===== config.mk =====
export PLATFORM = sky130hd
export DESIGN_NAME = rwct_div
export DESIGN_NICKNAME = d
export VERILOG_FILES = /design/src/hdl/rwct_pkg.sv /design/src/hdl/rwct_div.sv
export SDC_FILE = /design/constraint.sdc
export NUM_CORES = 1
export LEC_CHECK = 0
export BUFFER_PORTS_ARGS = -buffer_cell sky130_fd_sc_hd__buf_2
export CAP_MARGIN = 15
export CORE_ASPECT_RATIO = 1.5
export CORE_UTILIZATION = 50
export CTS_CLUSTER_SIZE = 14
export DETAILED_ROUTE_END_ITERATION = 16
export PLACE_DENSITY = 0.73
export SYNTH_ARGS = -nofsm -noshare
export SYNTH_HDL_FRONTEND = slang
export SYNTH_SLANG_ARGS = --single-unit

===== constraint.sdc =====
create_clock -name clk -period 4.05 [get_ports clk]
set_clock_uncertainty 0.2 [all_clocks]
set_input_delay 0.405 -clock clk [delete_from_list [all_inputs] [get_ports clk]]
set_output_delay 0.405 -clock clk [all_outputs]
set_load 0.01 [all_outputs]

===== src/hdl/rwct_pkg.sv =====
// ----------------------------------------------------------------------------
// rwct_pkg
// Shared types, codes and widths of the textured wall column block.
// ----------------------------------------------------------------------------
package rwct_pkg;

  localparam int DEF_TEX_WIDTH    = 64;
  localparam int DEF_TEX_HEIGHT   = 64;
  localparam int DEF_NUM_TEXTURES = 4;
  localparam int DEF_MAX_ROWS     = 4096;

  localparam int COLOR_W   = 24;
  localparam int ROW_W     = 12;
  localparam int HGT_W     = 13;
  localparam int KIND_W    = 2;
  localparam int CFG_IDX_W = 2;

  // Slice height is at most 2^21-1; the divider numerator covers 256 << 16.
  localparam int SLICE_H_W = 21;
  localparam int DIV_NUM_W = 25;
  localparam int DIV_DEN_W = SLICE_H_W;

  localparam logic [SLICE_H_W-1:0] HEIGHT_SAT = '1;
  localparam logic [HGT_W-1:0] SCREEN_HEIGHT_RESET = 13'd480;

  localparam logic [KIND_W-1:0] KIND_WRITE = 2'd0;
  localparam logic [KIND_W-1:0] KIND_START = 2'd1;
  localparam logic [KIND_W-1:0] KIND_PIXEL = 2'd2;

  localparam logic [CFG_IDX_W-1:0] REG_SCREEN_HEIGHT = 2'd0;
  localparam logic [CFG_IDX_W-1:0] REG_CEILING_COLOR = 2'd1;
  localparam logic [CFG_IDX_W-1:0] REG_FLOOR_COLOR   = 2'd2;

  typedef enum logic [1:0] {
    SRC_CEILING,
    SRC_TEXEL,
    SRC_FLOOR
  } pixel_src_t;

endpackage


===== src/hdl/rwct_div.sv =====
// ----------------------------------------------------------------------------
// rwct_div
// Restoring unsigned divider, one quotient bit per cycle.
// ----------------------------------------------------------------------------
module rwct_div
  import rwct_pkg::*;
(
  input  logic                 clk,
  input  logic                 rst,
  input  logic                 start,
  input  logic [DIV_NUM_W-1:0] numer,
  input  logic [DIV_DEN_W-1:0] denom,
  output logic                 done,
  output logic [DIV_NUM_W-1:0] quotient
);

  localparam int CNT_W = $clog2(DIV_NUM_W + 1);

  logic                 busy;
  logic [CNT_W-1:0]     count;
  logic [DIV_DEN_W-1:0] rem;
  logic [DIV_DEN_W-1:0] den;
  logic [DIV_DEN_W:0]   trial;
  logic                 fits;

  assign trial = {rem, quotient[DIV_NUM_W-1]};
  assign fits  = trial >= {1'b0, den};

  always_ff @(posedge clk) begin
    if (rst) begin
      busy  <= 1'b0;
      done  <= 1'b0;
      count <= '0;
    end else begin
      done <= 1'b0;
      if (start) begin
        busy     <= 1'b1;
        count    <= CNT_W'(DIV_NUM_W);
        rem      <= '0;
        den      <= denom;
        quotient <= numer;
      end else if (busy) begin
        // The numerator shifts out at the top while quotient bits enter below.
        rem      <= fits ? DIV_DEN_W'(trial - {1'b0, den}) : trial[DIV_DEN_W-1:0];
        quotient <= {quotient[DIV_NUM_W-2:0], fits};
        count    <= count - 1'b1;
        if (count == CNT_W'(1)) begin
          busy <= 1'b0;
          done <= 1'b1;
        end
      end
    end
  end

endmodule


# Word-level counts from Yosys, hierarchy flattened

Index checks and enable logic that the tools add are counted.

Input bits: 49
Output and inout port bits: 26
Flip-flop bits (word level): 74

Bitwise gates (word level): 2
$add $sub $neg: 2
Muxes and demuxes: 10
Order comparisons: 1
Reductions and logical operators: 5
Equal/unequal tests: 1

Operators by type and width:

| operator                                            | count |
|---|---|
| two-way mux 25 bit                                  | 2 |
| two-way mux 21 bit                                  | 2 |
| greater-or-equal comparator 22 x 21 -> 1 bit        | 1 |
| subtractor 21 bit                                   | 1 |
| two-way mux 5 bit                                   | 2 |
| equality test 5 x 1 -> 1 bit, second input constant | 1 |
| subtractor 5 x 1 -> 5 bit, second input constant    | 1 |
| two-way mux 1 bit                                   | 4 |
| AND reduction 2 bit                                 | 2 |
| OR reduction 3 bit                                  | 1 |
| inverter 1 bit                                      | 2 |
| nonzero test 2 bit                                  | 1 |
| OR reduction 2 bit                                  | 1 |

# Logic depth before layout (Yosys ltp)

Word-level depth: 4
Gate-level depth with buffers: 13
Gate-level depth less buffers: 11

# Worst setup path before layout

No wires, ideal clock.

Path kind: input -> register
Start point: input start
End point: register quotient[0], enable pin
Data arrival time: 2.983 ns
Cell stages on the path: 4
Slack: 0.418 ns
Data required time: 3.401 ns
Buffers on the path: 2
Library setup time: 0.449 ns
Cell sequence: clkbuf_1 > buf_1 > nor2_1 > nor2_1

Longest elaborated chain between the ends: 2

Ends and longest elaborated chain:

| element                       | line           | source |
|---|---|---|
| from (decl)                   | rwct_div.sv:10 | `input logic start,` |
| nonzero test 2 bit (no line)  | n/a            |  |
| AND reduction 2 bit (no line) | n/a            |  |
| to (signal assigned)          | rwct_div.sv:41 | `quotient <= numer;` |
| to (signal assigned)          | rwct_div.sv:45 | `quotient <= {quotient[DIV_NUM_W-2:0], fits};` |
| to (decl)                     | rwct_div.sv:14 | `output logic [DIV_NUM_W-1:0] quotient` |

Every way passes these cells.
A chain may end at the register's enable or synchronous reset.

# Worst setup path after layout

Start point: register quotient[24]
End point: register rem[18] (data pin)

Longest elaborated chain between the ends: 3
Elaborated cells between the ends (all ways): 4
Classes of those cells: add/sub: 1; order compare: 1; mux: 2

Ends and longest elaborated chain:

| element                                                                           | line                           | source |
|---|---|---|
| subtractor 21 bit or greater-or-equal comparator 22 x 21 -> 1 bit (tied branches) | rwct_div.sv:44, rwct_div.sv:27 |  |
| two-way mux 21 bit *                                                              | rwct_div.sv:44                 | `rem <= fits ? DIV_DEN_W'(trial - {1'b0, den}) : trial[DIV_DEN_W-1:0];` |
| two-way mux 21 bit *                                                              | rwct_div.sv:42                 | `end else if (busy) begin` |
| to (signal assigned)                                                              | rwct_div.sv:44                 |  |
| to (decl)                                                                         | rwct_div.sv:21                 | `logic [DIV_DEN_W-1:0] rem;` |

Mark *: on every way between the ends. The rest lies on a longest branch, timed or not. The select of a mux whose other input is x is not followed.

==> impl_metrics.tcl <==
set metrics [dict create \
    insertion_delay_ns 0.34 \
    multi_input_area_sq_mm 0.00181 \
    rsz0062_at_grt "false" \
    final_nets 522 \
    grt_pass1_vias 3144 \
    synth_area_leaders "edfxtp_1 48%, ha_1 6.9%, mux2_2 6.8%, a21oi_1 4.2%, nand2_1 4.2%" \
    avgSynthCellArea_sq_um 11.0 \
    cts_tree "yes" \
    met1_length_mm 3.35 \
    ctsResizeCount 0 \
    via_per_inst 5.52 \
    max_clock_freq_ghz 0.317 \
    yosysMostFrequentCell "edfxtp_1" \
    cts_setup_buffers 0 \
    clk_path_buf_depth 2 \
    die_w_microns 76.4 \
    regArea_sq_mm 0.00215 \
    setup_tns_ns 0 \
    num_rows 40 \
    yosysWarningCount 0 \
    clkTransAtPathRegs_ns 0.06 \
    cts_hold_buf 0 \
    vias 3088 \
    cp_cell_sequence "inv_1, ha_1, inv_1, fa_1, a21oi_1, o211ai_2, a21oi_1, a21oi_2, nand2b_1, buf_4, o311ai_0, a21oi_1" \
    min_path_type "in -> reg" \
    numPortBuffers 74 \
    clkSinkCount 74 \
    ys_seq_area_share_pct 51.8 \
    syn_area_sq_mm 0.00416 \
    irDropWorstVdd_mv 0.301 \
    post-route-drc-count 0 \
    grt_first_pass_wirelength_mm 14.4 \
    wl_met2_mm 4.82 \
    synthFlopType "edfxtp_1" \
    cts-buffers-inserted 9 \
    maxCapViolCount 0 \
    status "finished, final reports clean" \
    ios 75 \
    ys_ff_latch 74 \
    drv_slew 0 \
    synth_cells 377 \
    crit_required_ns 3.91 \
    crit_type "reg -> reg" \
    antenna_cells 0 \
    nFillCells 710 \
    p_leak_uw 0.00201 \
    synth_top_area_share_pct 48.4 \
    initial_utilization_pct 51.9 \
    crit_top_cell "a21oi_1" \
    finalCritPeriodShare_pct 78.0 \
    grt_max_degree 54 \
    post-route-min-period_ns 3.16 \
    syn_to_final_growth_pct 18.2 \
    synthTopCellsByCount "67 x edfxtp_1, 46 x nand2_1, 35 x a21oi_1, 28 x inv_1, 25 x mux2_2" \
    worst_setup_path_end_kind "flip-flop" \
    synth.largest_area_cell "edfxtp_1" \
    overflow 0 \
    pwr_density_cell_mw_per_mm2 456 \
    slowest_stage "fa_1" \
    first_pass_iters 4 \
    cts_max_level 3 \
    ctsRootBufferMaster "clkbuf_16" \
    core_area_sq_mm 0.00801 \
    dp_hpwl_mm 6.50 \
    final_util_pct 61.3 \
    post_drt_wl_per_cell_microns 15.8 \
    wl_met3_microns 388 \
    setup_violations 0 \
    ys_async_sr_fraction_pct 0 \
    gp_congestion 0.934 \
    drtIter0Drc 130 \
    synth_edf_count 67 \
    dieArea_sq_mm 0.00869 \
    max_stage_delay_ns 0.43 \
    antenna_found_initial 0 \
    syn-num-nets 450 \
    worst_slew_pin_slew_ns 1.03 \
    cp.arrival_ns 3.02 \
    layout-drive-gt1-share_pct 29.1 \
    grt_usage_pct 21.5 \
    finalHoldViolations 0 \
    ys_types 53 \
    slew_headroom_pct 31.0 \
    totalWireLength_mm 8.81 \
    cp-start-kind "flip-flop" \
    ant_nets 0 \
    topRoutingLayerUsed "met4" \
    die_y_microns 114 \
    critPathMaxFanout 14 \
]
## per-stage QoR
step	power, uW	hold WS, ns	instances	worst slack [ns]	area (sq um)
after floorplan	1330	0.277	377	0.418	4160
after global placement	1440	0.293	543	1.01	4600
after detailed placement	1450	0.304	543	0.885	4600
after global routing	2350	0.0346	559	0.686	4910
final	2240	0.0393	559	0.893	4910
after CTS	2260	0.0348	559	0.869	4910
## cells in the final DEF, fill, tap and decap left out, types with 2 or more instances in the layout
master and n:
xnor2_1 8, a211oi_1 8, o21bai_1 2, o21ai_1 3, edfxtp_1 67, ha_1 23
a21oi_2 3, nor2b_1 2, o21a_1 2, dfxtp_1 7, nand2b_1 4, nand2_1 46
buf_2 74, xor2_1 10, nor2_1 23, o2111ai_1 2, nor4_1 2, o211ai_1 4
nand3_1 5, nor3_1 3, buf_4 4, clkbuf_16 11, o21ai_0 11, and3_1 2
nor4b_1 2, a21oi_1 35, nand4_1 7, a21o_1 3, mux2_2 25, inv_1 28
a2111oi_0 2, clkinv_2 2
## flip-flops by register name, indices dropped and copies added (netlist names)
register / count
done: 1
den: 21
count: 5
busy: 1
rem: 21
quotient: 25
## layout make-up
class	instances	area share, %
Tap cell	105	2.67
Multi-Input combinational cell	258	36.9
Sequential cell	74	43.8
Timing Repair Buffer	78	8.15
Clock inverter	3	0.382
Clock buffer	13	5.96
Inverter	28	2.14
## kinds of logic (layout without fill, tap and decap cells)
kind of cell               after synthesis  count (layout)  synth area share [%]
and+or+nand+nor                        105             105                  11.9
muxes                                   25              25                  6.78
xor gates and xnor gates                18              18                  3.79
buffers and inverters                   45             122                  4.85
DFF                                     74              74                  51.8
adders and majority gates               24              24                  7.41
AOI/OAI and AO/OA                       86              86                  13.5
## worst max-delay path, delay by kind of cell (launching register included)
family,cells,cell delay [ns]
AO/OA/AOI/OAI,6,0.87
adder cells (fa/ha/maj),2,0.59
flip-flops,1,0.39
buffers and inverters,3,0.44
AND/OR/NAND/NOR,1,0.38
## path summary, 6_finish.rpt
path	end	slack, ns	from	depth (start not counted)
worst min register to register	count[1]	0.31	count[1]	2
worst max register to register	rem[18]	0.89	quotient[24]	12
worst max-delay path	rem[18]	0.89	quotient[24]	12
worst min-delay path	den[19]	0.04	denom[19]	1
## where the power goes
group	internal [uW]	switching (uW)
logic	202	294
clock network	505	296
registers	912	30.5
## routing by layer
layer	global-route usage (%)	vias up
met5	0	-
met4	11.4	0
met3	5.04	25
met2	39.6	83
met1	22.5	1452
li1	-	1528
(Power assumes the default switching activity.)
